===== config.mk =====
export PLATFORM = sky130hd
export DESIGN_NAME = depth_pixel_backprojection_top
export DESIGN_NICKNAME = d
export VERILOG_FILES = /design/src/rtl/dpb_pkg.sv /design/src/rtl/dpb_regs.sv /design/src/rtl/dpb_front.sv /design/src/rtl/dpb_mid_queue.sv /design/src/rtl/dpb_back.sv /design/src/rtl/depth_pixel_backprojection_top.sv
export SDC_FILE = /design/constraint.sdc
export NUM_CORES = 2
export LEC_CHECK = 0
export ABC_CLOCK_PERIOD_IN_PS = 12300
export BUFFER_PORTS_ARGS = -buffer_cell sky130_fd_sc_hd__buf_2
export CAP_MARGIN = 5
export CORE_ASPECT_RATIO = 1.25
export CORE_MARGIN = 4
export CORE_UTILIZATION = 35
export CTS_CLUSTER_SIZE = 20
export DETAILED_ROUTE_END_ITERATION = 8
export PLACE_DENSITY_LB_ADDON = 0.15
export RECOVER_POWER = 25
export SETUP_SLACK_MARGIN = 0.05
export SYNTH_ARGS = -nofsm -noshare
export SYNTH_HDL_FRONTEND = slang
export SYNTH_SLANG_ARGS = --single-unit

===== constraint.sdc =====
create_clock -name clk -period 12.3 [get_ports clk]
set_input_delay 1.23 -clock clk [delete_from_list [all_inputs] [get_ports clk]]
set_output_delay 1.23 -clock clk [all_outputs]
set_load 0.01 [all_outputs]

===== src/rtl/dpb_pkg.sv =====
// shared types, constants and register map of the depth pixel back-projection block
package dpb_pkg;

  // largest frame the counters can address
  localparam int MAX_WIDTH  = 4096;
  localparam int MAX_HEIGHT = 4096;

  // counter widths follow the frame limits
  localparam int COL_W = (MAX_WIDTH  > 2) ? $clog2(MAX_WIDTH)  : 1;
  localparam int ROW_W = (MAX_HEIGHT > 2) ? $clog2(MAX_HEIGHT) : 1;
  localparam int CNT_W = (COL_W > ROW_W) ? COL_W : ROW_W;

  // register field widths
  localparam int SZ_W   = 13;
  localparam int CTR_W  = 13;
  localparam int RCP_W  = 32;
  localparam int DATA_W = 32;
  localparam int IDX_W  = 3;

  // size compare width, holds any limit and any counter plus one
  localparam int LIM_W = 14;

  // signed half-pixel offset and its magnitude
  localparam int OFS_W = (((CNT_W + 1) > CTR_W) ? (CNT_W + 1) : CTR_W) + 1;
  localparam int MAG_W = OFS_W - 1;

  // magnitude times z, before the reciprocal
  localparam int T_W = MAG_W + 32;

  // queue depth between front and back
  localparam int MQ_DEPTH = 4;
  localparam int MQ_PTR_W = $clog2(MQ_DEPTH);

  // result queue depth
  localparam int OQ_DEPTH = 2;
  localparam int OQ_PTR_W = $clog2(OQ_DEPTH);

  // register indexes
  typedef enum logic [IDX_W-1:0] {
    REG_IMAGE_WIDTH   = 3'd0,
    REG_IMAGE_HEIGHT  = 3'd1,
    REG_DEPTH_RECIP   = 3'd2,
    REG_CENTER_X2     = 3'd3,
    REG_CENTER_Y2     = 3'd4,
    REG_FOCAL_X_RECIP = 3'd5,
    REG_FOCAL_Y_RECIP = 3'd6
  } dpb_reg_t;

  // input transaction
  typedef struct packed {
    logic [15:0] depth_raw;
    logic [7:0]  blue_in;
    logic [7:0]  green_in;
    logic [7:0]  red_in;
  } dpb_in_t;

  // result transaction
  typedef struct packed {
    logic signed [31:0] point_x;
    logic signed [31:0] point_y;
    logic [31:0]        point_z;
    logic [7:0]         blue_out;
    logic [7:0]         green_out;
    logic [7:0]         red_out;
  } dpb_out_t;

  // configuration register file
  typedef struct packed {
    logic [SZ_W-1:0]  image_width;
    logic [SZ_W-1:0]  image_height;
    logic [RCP_W-1:0] depth_recip;
    logic [CTR_W-1:0] center_x2;
    logic [CTR_W-1:0] center_y2;
    logic [RCP_W-1:0] focal_x_recip;
    logic [RCP_W-1:0] focal_y_recip;
  } dpb_cfg_t;

  localparam dpb_cfg_t CFG_RESET = '{
    image_width:   13'd640,
    image_height:  13'd480,
    depth_recip:   32'd4294967,
    center_x2:     13'd651,
    center_y2:     13'd507,
    focal_x_recip: 32'd8291443,
    focal_y_recip: 32'd8275467
  };

  // classified pixel handed from front to back
  typedef struct packed {
    logic [15:0]      depth_raw;
    logic             x_neg;
    logic [MAG_W-1:0] x_mag;
    logic             y_neg;
    logic [MAG_W-1:0] y_mag;
    logic [7:0]       blue;
    logic [7:0]       green;
    logic [7:0]       red;
  } dpb_work_t;

endpackage


===== src/rtl/dpb_regs.sv =====
// configuration register file with its write port
module dpb_regs (
  input  logic                        clk,
  input  logic                        rst_n,
  input  logic                        cfg_valid,
  output logic                        cfg_ready,
  input  logic [dpb_pkg::IDX_W-1:0]   cfg_index,
  input  logic [dpb_pkg::DATA_W-1:0]  cfg_data,
  output dpb_pkg::dpb_cfg_t           cfg
);

  dpb_pkg::dpb_cfg_t cfg_r;

  // writes are always taken
  assign cfg_ready = 1'b1;
  assign cfg       = cfg_r;

  // register write decode, unknown indexes are ignored
  always_ff @(posedge clk) begin
    if (!rst_n) begin
      cfg_r <= dpb_pkg::CFG_RESET;
    end else if (cfg_valid) begin
      case (cfg_index)
        dpb_pkg::REG_IMAGE_WIDTH: begin
          cfg_r.image_width <= cfg_data[dpb_pkg::SZ_W-1:0];
        end
        dpb_pkg::REG_IMAGE_HEIGHT: begin
          cfg_r.image_height <= cfg_data[dpb_pkg::SZ_W-1:0];
        end
        dpb_pkg::REG_DEPTH_RECIP: begin
          cfg_r.depth_recip <= cfg_data[dpb_pkg::RCP_W-1:0];
        end
        dpb_pkg::REG_CENTER_X2: begin
          cfg_r.center_x2 <= cfg_data[dpb_pkg::CTR_W-1:0];
        end
        dpb_pkg::REG_CENTER_Y2: begin
          cfg_r.center_y2 <= cfg_data[dpb_pkg::CTR_W-1:0];
        end
        dpb_pkg::REG_FOCAL_X_RECIP: begin
          cfg_r.focal_x_recip <= cfg_data[dpb_pkg::RCP_W-1:0];
        end
        dpb_pkg::REG_FOCAL_Y_RECIP: begin
          cfg_r.focal_y_recip <= cfg_data[dpb_pkg::RCP_W-1:0];
        end
        default: begin
        end
      endcase
    end
  end

endmodule


===== src/rtl/dpb_front.sv =====
// front end: raster counters, zero-depth drop and offset classification
module dpb_front (
  input  logic                clk,
  input  logic                rst_n,
  input  logic                in_push,
  input  dpb_pkg::dpb_in_t    in_data,
  output logic                in_full,
  input  dpb_pkg::dpb_cfg_t   cfg,
  input  logic                mq_full,
  output logic                mq_push,
  output dpb_pkg::dpb_work_t  mq_data
);

  localparam int LIM_W = dpb_pkg::LIM_W;
  localparam int COL_W = dpb_pkg::COL_W;
  localparam int ROW_W = dpb_pkg::ROW_W;
  localparam int OFS_W = dpb_pkg::OFS_W;
  localparam int MAG_W = dpb_pkg::MAG_W;
  localparam logic [LIM_W-1:0] W_MAX = LIM_W'(dpb_pkg::MAX_WIDTH);
  localparam logic [LIM_W-1:0] H_MAX = LIM_W'(dpb_pkg::MAX_HEIGHT);

  logic [COL_W-1:0] col_r, col_nxt;
  logic [ROW_W-1:0] row_r, row_nxt;
  logic [LIM_W-1:0] w_lim, h_lim, w_cfg, h_cfg, col_inc, row_inc;
  logic signed [OFS_W-1:0] dx, dy;
  logic             accept;

  assign in_full = mq_full;
  assign accept  = in_push && !mq_full;

  // effective frame size, zero acts as one and oversize clamps
  always_comb begin
    w_cfg = {{(LIM_W-dpb_pkg::SZ_W){1'b0}}, cfg.image_width};
    h_cfg = {{(LIM_W-dpb_pkg::SZ_W){1'b0}}, cfg.image_height};
    if (w_cfg == '0) begin
      w_lim = LIM_W'(1);
    end else if (w_cfg > W_MAX) begin
      w_lim = W_MAX;
    end else begin
      w_lim = w_cfg;
    end
    if (h_cfg == '0) begin
      h_lim = LIM_W'(1);
    end else if (h_cfg > H_MAX) begin
      h_lim = H_MAX;
    end else begin
      h_lim = h_cfg;
    end
  end

  // counter advance with wrap
  always_comb begin
    col_inc = {{(LIM_W-COL_W){1'b0}}, col_r} + LIM_W'(1);
    row_inc = {{(LIM_W-ROW_W){1'b0}}, row_r} + LIM_W'(1);
    col_nxt = col_inc[COL_W-1:0];
    row_nxt = row_r;
    if (col_inc >= w_lim) begin
      col_nxt = '0;
      row_nxt = (row_inc >= h_lim) ? '0 : row_inc[ROW_W-1:0];
    end
  end

  always_ff @(posedge clk) begin
    if (!rst_n) begin
      col_r <= '0;
      row_r <= '0;
    end else if (accept) begin
      col_r <= col_nxt;
      row_r <= row_nxt;
    end
  end

  // half-pixel offsets from the principal point
  always_comb begin
    dx = $signed({{(OFS_W-COL_W-1){1'b0}}, col_r, 1'b0})
       - $signed({{(OFS_W-dpb_pkg::CTR_W){1'b0}}, cfg.center_x2});
    dy = $signed({{(OFS_W-ROW_W-1){1'b0}}, row_r, 1'b0})
       - $signed({{(OFS_W-dpb_pkg::CTR_W){1'b0}}, cfg.center_y2});
  end

  // sign and magnitude for the back end
  always_comb begin
    mq_data.depth_raw = in_data.depth_raw;
    mq_data.x_neg     = dx[OFS_W-1];
    mq_data.x_mag     = dx[OFS_W-1] ? MAG_W'(-dx) : dx[MAG_W-1:0];
    mq_data.y_neg     = dy[OFS_W-1];
    mq_data.y_mag     = dy[OFS_W-1] ? MAG_W'(-dy) : dy[MAG_W-1:0];
    mq_data.blue      = in_data.blue_in;
    mq_data.green     = in_data.green_in;
    mq_data.red       = in_data.red_in;
  end

  // zero depth advances the counters but is dropped
  assign mq_push = accept && (in_data.depth_raw != 16'd0);

endmodule


===== src/rtl/dpb_mid_queue.sv =====
// short queue of classified pixels between front and back
module dpb_mid_queue (
  input  logic                clk,
  input  logic                rst_n,
  input  logic                push,
  input  dpb_pkg::dpb_work_t  push_data,
  output logic                full,
  input  logic                pop,
  output dpb_pkg::dpb_work_t  pop_data,
  output logic                empty
);

  localparam int PTR_W = dpb_pkg::MQ_PTR_W;
  localparam int CNT_W = PTR_W + 1;

  dpb_pkg::dpb_work_t mem_r [dpb_pkg::MQ_DEPTH];
  logic [PTR_W-1:0] wr_ptr_r, rd_ptr_r;
  logic [CNT_W-1:0] cnt_r;
  logic             do_wr, do_rd;

  assign full     = (cnt_r == CNT_W'(dpb_pkg::MQ_DEPTH));
  assign empty    = (cnt_r == '0);
  assign do_wr    = push && !full;
  assign do_rd    = pop && !empty;
  assign pop_data = mem_r[rd_ptr_r];

  // entry storage
  always_ff @(posedge clk) begin
    if (do_wr) begin
      mem_r[wr_ptr_r] <= push_data;
    end
  end

  // pointers and fill count
  always_ff @(posedge clk) begin
    if (!rst_n) begin
      wr_ptr_r <= '0;
      rd_ptr_r <= '0;
      cnt_r    <= '0;
    end else begin
      if (do_wr) begin
        wr_ptr_r <= wr_ptr_r + PTR_W'(1);
      end
      if (do_rd) begin
        rd_ptr_r <= rd_ptr_r + PTR_W'(1);
      end
      if (do_wr && !do_rd) begin
        cnt_r <= cnt_r + CNT_W'(1);
      end else if (do_rd && !do_wr) begin
        cnt_r <= cnt_r - CNT_W'(1);
      end
    end
  end

endmodule


===== src/rtl/dpb_back.sv =====
// back end: shared-multiplier sequencer for z, x, y and the result queue
module dpb_back (
  input  logic                clk,
  input  logic                rst_n,
  input  dpb_pkg::dpb_cfg_t   cfg,
  input  logic                mq_empty,
  input  dpb_pkg::dpb_work_t  mq_data,
  output logic                mq_pop,
  input  logic                out_pop,
  output dpb_pkg::dpb_out_t   out_data,
  output logic                out_empty
);

  localparam int MAG_W = dpb_pkg::MAG_W;
  localparam int T_W   = dpb_pkg::T_W;
  localparam int OQ_PW = dpb_pkg::OQ_PTR_W;
  localparam int OQ_CW = OQ_PW + 1;

  typedef enum logic [7:0] {
    ST_IDLE = 8'b0000_0001,
    ST_ZMUL = 8'b0000_0010,
    ST_ZRND = 8'b0000_0100,
    ST_TMUL = 8'b0000_1000,
    ST_LMUL = 8'b0001_0000,
    ST_HMUL = 8'b0010_0000,
    ST_RND  = 8'b0100_0000,
    ST_PUSH = 8'b1000_0000
  } state_t;

  state_t             state_r, state_nxt;
  logic               axis_r, axis_nxt;
  dpb_pkg::dpb_work_t item_r;
  logic [31:0]        mul_a, mul_b, recip;
  logic [63:0]        prod_r;
  logic [31:0]        z_r, lo_r, coord, px_r, py_r;
  logic [T_W-1:0]     t_r, m;
  logic [T_W:0]       rsum;
  logic [48:0]        zsum;
  logic               neg, big;
  logic [MAG_W-1:0]   mag;

  dpb_pkg::dpb_out_t  oq_r [dpb_pkg::OQ_DEPTH];
  logic [OQ_PW-1:0]   oq_wr_r, oq_rd_r;
  logic [OQ_CW-1:0]   oq_cnt_r;
  logic               oq_full, oq_wr, oq_rd;
  dpb_pkg::dpb_out_t  res;

  // per-axis operand selection
  assign recip = axis_r ? cfg.focal_y_recip : cfg.focal_x_recip;
  assign mag   = axis_r ? item_r.y_mag : item_r.x_mag;
  assign neg   = axis_r ? item_r.y_neg : item_r.x_neg;

  // shared multiplier operands
  always_comb begin
    case (state_r)
      ST_ZMUL: begin
        mul_a = {16'd0, item_r.depth_raw};
        mul_b = cfg.depth_recip;
      end
      ST_TMUL: begin
        mul_a = {{(32-MAG_W){1'b0}}, mag};
        mul_b = z_r;
      end
      ST_LMUL: begin
        mul_a = prod_r[31:0];
        mul_b = recip;
      end
      ST_HMUL: begin
        mul_a = {{(32-MAG_W){1'b0}}, t_r[T_W-1:32]};
        mul_b = recip;
      end
      default: begin
        mul_a = '0;
        mul_b = '0;
      end
    endcase
  end

  // multiplier with registered product
  always_ff @(posedge clk) begin
    prod_r <= {32'd0, mul_a} * {32'd0, mul_b};
  end

  // z rounding and saturation
  assign zsum = {1'b0, prod_r[47:0]} + 49'h0_0000_0000_8000;

  // coordinate rounding: (hi + lo_word + 1) >> 1, then sign and saturation
  always_comb begin
    rsum = {1'b0, prod_r[T_W-1:0]} + {{(T_W+1-32){1'b0}}, lo_r} + (T_W+1)'(1);
    m    = rsum[T_W:1];
    big  = |m[T_W-1:31];
    if (neg) begin
      coord = big ? 32'h8000_0000 : (32'd0 - m[31:0]);
    end else begin
      coord = big ? 32'h7FFF_FFFF : m[31:0];
    end
  end

  // sequencer
  always_comb begin
    state_nxt = state_r;
    axis_nxt  = axis_r;
    mq_pop    = 1'b0;
    oq_wr     = 1'b0;
    case (state_r)
      ST_IDLE: begin
        if (!mq_empty) begin
          mq_pop    = 1'b1;
          axis_nxt  = 1'b0;
          state_nxt = ST_ZMUL;
        end
      end
      ST_ZMUL: begin
        state_nxt = ST_ZRND;
      end
      ST_ZRND: begin
        state_nxt = ST_TMUL;
      end
      ST_TMUL: begin
        state_nxt = ST_LMUL;
      end
      ST_LMUL: begin
        state_nxt = ST_HMUL;
      end
      ST_HMUL: begin
        state_nxt = ST_RND;
      end
      ST_RND: begin
        if (axis_r) begin
          state_nxt = ST_PUSH;
        end else begin
          axis_nxt  = 1'b1;
          state_nxt = ST_TMUL;
        end
      end
      ST_PUSH: begin
        if (!oq_full) begin
          oq_wr     = 1'b1;
          state_nxt = ST_IDLE;
        end
      end
      default: begin
        state_nxt = ST_IDLE;
      end
    endcase
  end

  always_ff @(posedge clk) begin
    if (!rst_n) begin
      state_r <= ST_IDLE;
      axis_r  <= 1'b0;
    end else begin
      state_r <= state_nxt;
      axis_r  <= axis_nxt;
    end
  end

  // datapath registers
  always_ff @(posedge clk) begin
    if (mq_pop) begin
      item_r <= mq_data;
    end
    if (state_r == ST_ZRND) begin
      z_r <= zsum[48] ? 32'hFFFF_FFFF : zsum[47:16];
    end
    if (state_r == ST_LMUL) begin
      t_r <= prod_r[T_W-1:0];
    end
    if (state_r == ST_HMUL) begin
      lo_r <= prod_r[63:32];
    end
    if (state_r == ST_RND) begin
      if (axis_r) begin
        py_r <= coord;
      end else begin
        px_r <= coord;
      end
    end
  end

  // result assembly from the captured coordinates
  always_comb begin
    res.point_x   = $signed(px_r);
    res.point_y   = $signed(py_r);
    res.point_z   = z_r;
    res.blue_out  = item_r.blue;
    res.green_out = item_r.green;
    res.red_out   = item_r.red;
  end

  // result queue
  assign oq_full   = (oq_cnt_r == OQ_CW'(dpb_pkg::OQ_DEPTH));
  assign out_empty = (oq_cnt_r == '0);
  assign oq_rd     = out_pop && !out_empty;
  assign out_data  = oq_r[oq_rd_r];

  always_ff @(posedge clk) begin
    if (oq_wr) begin
      oq_r[oq_wr_r] <= res;
    end
  end

  always_ff @(posedge clk) begin
    if (!rst_n) begin
      oq_wr_r  <= '0;
      oq_rd_r  <= '0;
      oq_cnt_r <= '0;
    end else begin
      if (oq_wr) begin
        oq_wr_r <= oq_wr_r + OQ_PW'(1);
      end
      if (oq_rd) begin
        oq_rd_r <= oq_rd_r + OQ_PW'(1);
      end
      if (oq_wr && !oq_rd) begin
        oq_cnt_r <= oq_cnt_r + OQ_CW'(1);
      end else if (oq_rd && !oq_wr) begin
        oq_cnt_r <= oq_cnt_r - OQ_CW'(1);
      end
    end
  end

endmodule


===== src/rtl/depth_pixel_backprojection_top.sv =====
// top level of the depth pixel back-projection block
// a nonzero-depth pixel passes the front end, the front-to-back queue, the back end
// sequencer and the result queue; the sequencer runs z, x and y through one shared
// 32x32 multiplier and takes no new pixel until it has pushed its result; zero-depth
// pixels take one cycle each while the 4-entry queue between front and back has room
// reset: synchronous, restores register defaults, clears counters and empties the queues
module depth_pixel_backprojection_top (
  input  logic                        clk,
  input  logic                        rst_n,
  input  logic                        in_push,
  input  dpb_pkg::dpb_in_t            in_data,
  output logic                        in_full,
  input  logic                        out_pop,
  output dpb_pkg::dpb_out_t           out_data,
  output logic                        out_empty,
  input  logic                        cfg_valid,
  output logic                        cfg_ready,
  input  logic [dpb_pkg::IDX_W-1:0]   cfg_index,
  input  logic [dpb_pkg::DATA_W-1:0]  cfg_data
);

  dpb_pkg::dpb_cfg_t  cfg;
  dpb_pkg::dpb_work_t mq_wdata, mq_rdata;
  logic               mq_push, mq_full, mq_pop, mq_empty;

  // configuration registers
  dpb_regs u_regs (
    .clk       (clk),
    .rst_n     (rst_n),
    .cfg_valid (cfg_valid),
    .cfg_ready (cfg_ready),
    .cfg_index (cfg_index),
    .cfg_data  (cfg_data),
    .cfg       (cfg)
  );

  // pixel intake and classification
  dpb_front u_front (
    .clk     (clk),
    .rst_n   (rst_n),
    .in_push (in_push),
    .in_data (in_data),
    .in_full (in_full),
    .cfg     (cfg),
    .mq_full (mq_full),
    .mq_push (mq_push),
    .mq_data (mq_wdata)
  );

  // decoupling queue
  dpb_mid_queue u_mid_queue (
    .clk       (clk),
    .rst_n     (rst_n),
    .push      (mq_push),
    .push_data (mq_wdata),
    .full      (mq_full),
    .pop       (mq_pop),
    .pop_data  (mq_rdata),
    .empty     (mq_empty)
  );

  // projection and result queue
  dpb_back u_back (
    .clk       (clk),
    .rst_n     (rst_n),
    .cfg       (cfg),
    .mq_empty  (mq_empty),
    .mq_data   (mq_rdata),
    .mq_pop    (mq_pop),
    .out_pop   (out_pop),
    .out_data  (out_data),
    .out_empty (out_empty)
  );

endmodule


==> flow_summary.yaml <==
logic_synthesis:
  synth.top_cells.by_count: "959 x sky130_fd_sc_hd__inv_1, 941 x sky130_fd_sc_hd__nand2_1, 900 x sky130_fd_sc_hd__fa_1, 741 x sky130_fd_sc_hd__nor2_1, 721 x sky130_fd_sc_hd__edfxtp_1"
  yosysWarningCount: 0
  synthArstFlopShare_pct: 0
  mappedNetlistNets: 8212
  postSynth.topFlopCell: "sky130_fd_sc_hd__edfxtp_1"
  top_count_cell_post_synth: "sky130_fd_sc_hd__inv_1"
  synth.lib_cells_used.distinct: 97
  cell_area_after_technology_mapping_um2: 73800
  synthTopCellsByArea: "sky130_fd_sc_hd__edfxtp_1 29%, sky130_fd_sc_hd__fa_1 24%, sky130_fd_sc_hd__dfxtp_1 7.0%"
  synth.yosys.seq_area_share_pct: 36.3
  postSynthRegisterBits: 978
  syn_inst: 6876
  yosys.area.top_type: "sky130_fd_sc_hd__edfxtp_1"
  synth.avg_cell_area_um2: 10.7
  top_area_cell_type_share_of_the_netlist_area_pct: 29.3
  synth_enable_flop_cells: 721
detailed_routing:
  vias_per_cell: 5.21
  routed_wire_length_per_instance_um: 25.3
  totalWireLength_mm: 248
  drtPass1Iterations: 5
  vias: 51049
  antenna_violating_nets_post_route: 0
  dr.first_iter.drc_count: 3438
  post-route-drc-count: 0
sta:
  setup_violations: 0
  final-max-slew-violation-count: 0
  min_period_over_period_pct: 86.5
  sum_of_negative_setup_slack_ns: 0
  worst_pin_slew_ns: 1.36
  rsz0062_at_grt: "no"
  slew_headroom_pct: 9.42
  achievable-frequency_mhz: 94.0
  finClkSkew_ns: 0.0933
  post-route-worst-setup-slack_ns: 1.66
  final-hold-violation-count: 0
  layout_min_cycle_time_ns: 10.64
worst_hold_path:
  hold-path-endpoint: "u_back.lo_r[19]$_DFFE_PP_"
  worstHoldStart: "u_back.prod_r[51]$_DFF_P_"
  hold_class: "flop to flop"
  hold-path-cell-count: 0
setup_path:
  worst_r2r_endpoint: "u_back.prod_r[49]$_DFF_P_"
  reg2regPathDepth: 29
  worst_ep_arrival_time_ns: 11.25
  worst_ep_required_time_ns: 12.90
  setup.worst_path.end_class: "flop"
  sort_of_element_at_the_start_of_the_critical_path: "flop"
  critical-path-top-cell-by-count: "sky130_fd_sc_hd__fa_1"
  worstSetupPathType: "flop to flop"
  cp_top_family: "adder cells"
  crit_path_top_delay_cell: "sky130_fd_sc_hd__a221oi_4"
  crit_path_max_fo: 29
  worstPathBufferInverterCount: 3
  ff2ff_setup_slack_ns: 1.66
  crit-reg2reg-launch: "u_back.state_r[7]$_SDFFE_PN0P_"
  critical_path.max_stage_delay_ns: 1.02
floorplan:
  coreArea_um2: 210000
  fp-row-count: 188
  floorplan.die.width_um: 419
  floorplan.die_area_um2: 218000
  dieHeight_um: 521
  floorplan.initialDensity_pct: 35.2
  top_level_ports: 203
finish:
  finalNetCount: 8303
  post_route_cells_drive_above_1_share_pct: 10.7
  area_delta_synth_final_pct: 10.8
  layout.filler_cells: 20672
job:
  drv_cap: 0
placed_design:
  pre_cts_ws_ns: 1.84
  post-dp-hpwl_mm: 192
  gp_routability_congestion: 0.937
  portBuffers: 201
grt:
  gr-total-overflow: 0
  grt_max_degree: 122
  number_of_antenna_violations_at_the_first_check_in_global_routing: 14
  grt.total_usage_pct: 22.7
  first_global_vias: 53989
  wire_length_of_the_first_global_routing_pass_mm: 364
clock_tree:
  numCtsBuffers: 94
  cts_sinks: 978
  clk-insertion-delay-late_ns: 0.76
  clock-root-buffer: "sky130_fd_sc_hd__clkbuf_16"
  cts.hold.buffers_added: 0
  cts_tree: "built"
  clock_tree.htree_level_count: 3
  clock_path_buffers: 3
  cts-resized-gates: 0
  cts_setup_buffers: 0
  clkSlewWorstSetupHoldPaths_ns: 0.07
power_and_ir_drop:
  leakage_power_figure_nw: 33.2
  power_per_cell_area_nw_per_um2: 99.4
  max-vdd-ir-drop_mv: 0.147
outcome:
  run_status: "complete, no violations"
flip-flops by register name (all words and copies together), names as in the netlist, 3 cells and up, named ones only:
register and cells:
u_back.px_r 32, u_back.oq_r 240, u_regs.cfg 148, u_back.item_r 68, u_back.z_r 32, u_mid_queue.cnt_r 3
u_back.t_r 13, u_back.py_r 32, u_front.col_r 12, u_front.row_r 12, u_back.lo_r 32, u_mid_queue.mem_r 272
u_back.state_r 8, u_back.prod_r 64
cell usage in the layout, fill, tap and decap left out, types with 37 or more instances in the layout:
| master | n |
|---|---|
| sky130_fd_sc_hd__nand2_1 | 938 |
| sky130_fd_sc_hd__nand4_1 | 49 |
| sky130_fd_sc_hd__xor2_1 | 67 |
| sky130_fd_sc_hd__and2_1 | 50 |
| sky130_fd_sc_hd__fa_1 | 900 |
| sky130_fd_sc_hd__clkbuf_16 | 94 |
| sky130_fd_sc_hd__nand3_1 | 103 |
| sky130_fd_sc_hd__clkbuf_1 | 63 |
| sky130_fd_sc_hd__buf_2 | 160 |
| sky130_fd_sc_hd__nor3_1 | 49 |
| sky130_fd_sc_hd__o21ai_0 | 117 |
| sky130_fd_sc_hd__mux4_2 | 68 |
| sky130_fd_sc_hd__nor2_1 | 735 |
| sky130_fd_sc_hd__mux2i_1 | 60 |
| sky130_fd_sc_hd__ha_1 | 356 |
| sky130_fd_sc_hd__dfxtp_1 | 253 |
| sky130_fd_sc_hd__nand2b_1 | 37 |
| sky130_fd_sc_hd__mux2_2 | 121 |
| sky130_fd_sc_hd__a21o_1 | 74 |
| sky130_fd_sc_hd__edfxtp_1 | 721 |
| sky130_fd_sc_hd__a21oi_1 | 136 |
| sky130_fd_sc_hd__a21boi_0 | 117 |
| sky130_fd_sc_hd__xnor2_1 | 110 |
| sky130_fd_sc_hd__inv_1 | 959 |
| sky130_fd_sc_hd__buf_4 | 135 |
power breakdown:
group | switching, W | internal, W
clock | 0.00134 | 0.00164
sequential | 0.000186 | 0.00386
combinational | 0.000750 | 0.000356
area by class of cell:
| type | instances | area, um^2 | share of cell area, % |
|---|---|---|---|
| Antenna cell | 3 | 7.51 | 0.00919 |
| Clock inverter | 52 | 653 | 0.799 |
| Tap cell | 2755 | 3450 | 4.22 |
| Sequential cell | 978 | 26800 | 32.8 |
| Multi-Input combinational cell | 4590 | 42600 | 52.2 |
| Inverter | 960 | 3600 | 4.41 |
| Clock buffer | 120 | 2510 | 3.08 |
| Timing Repair Buffer | 343 | 2060 | 2.52 |
layer usage:
layer / vias to the layer above / routed length [um] / global-route usage [%]
li1: 22739 / - / -
met1: 26406 / 97500 / 27.6
met2: 1416 / 125000 / 39.7
met3: 478 / 10300 / 2.32
met4: 10 / 15700 / 12.1
met5: - / 59 / 0
per-stage QoR:
stage	cell area [um^2]	hold slack (ns)	power, W	util (%)	instances
final	81700	0.409	0.00812	38.9	9801
after CTS	81800	0.407	0.00823	39.0	9798
after global placement	78600	0.390	0.00522	37.5	9626
after floorplan	73800	0.386	0.00467	-	6876
after detailed placement	78600	0.391	0.00523	37.5	9626
after global routing	81700	0.422	0.00843	38.9	9798
cells by family (layout without fill, tap and decap cells):
logic type / after synthesis / after routing / share of synthesized area (%)
adders and majority gates: 1256 / 1256 / 30.5
other: 1 / 4 / 0.00508
xor gates and xnor gates: 177 / 177 / 2.10
AOI/OAI and AO/OA: 751 / 751 / 7.10
DFF: 978 / 978 / 36.3
muxes: 251 / 251 / 4.77
and+or+nand+nor: 2154 / 2154 / 12.6
buffers and inverters: 1308 / 1475 / 6.69
worst max path at each step:
stage | start | endpoint | slack, ns | cells past startpoint
after floorplan | u_back.state_r[0]$_SDFFE_PN1P_ | u_back.prod_r[57]$_DFF_P_ | 2.55 | 34
after global placement | u_back.state_r[7]$_SDFFE_PN0P_ | u_back.prod_r[49]$_DFF_P_ | 1.89 | 30
after detailed placement | u_back.state_r[7]$_SDFFE_PN0P_ | u_back.prod_r[49]$_DFF_P_ | 1.84 | 33
after CTS | u_back.state_r[7]$_SDFFE_PN0P_ | u_back.prod_r[49]$_DFF_P_ | 1.76 | 33
after global routing | u_back.state_r[7]$_SDFFE_PN0P_ | u_back.prod_r[58]$_DFF_P_ | 1.11 | 32
final | u_back.state_r[7]$_SDFFE_PN0P_ | u_back.prod_r[49]$_DFF_P_ | 1.66 | 29
Power figures use the tool's default switching activity.
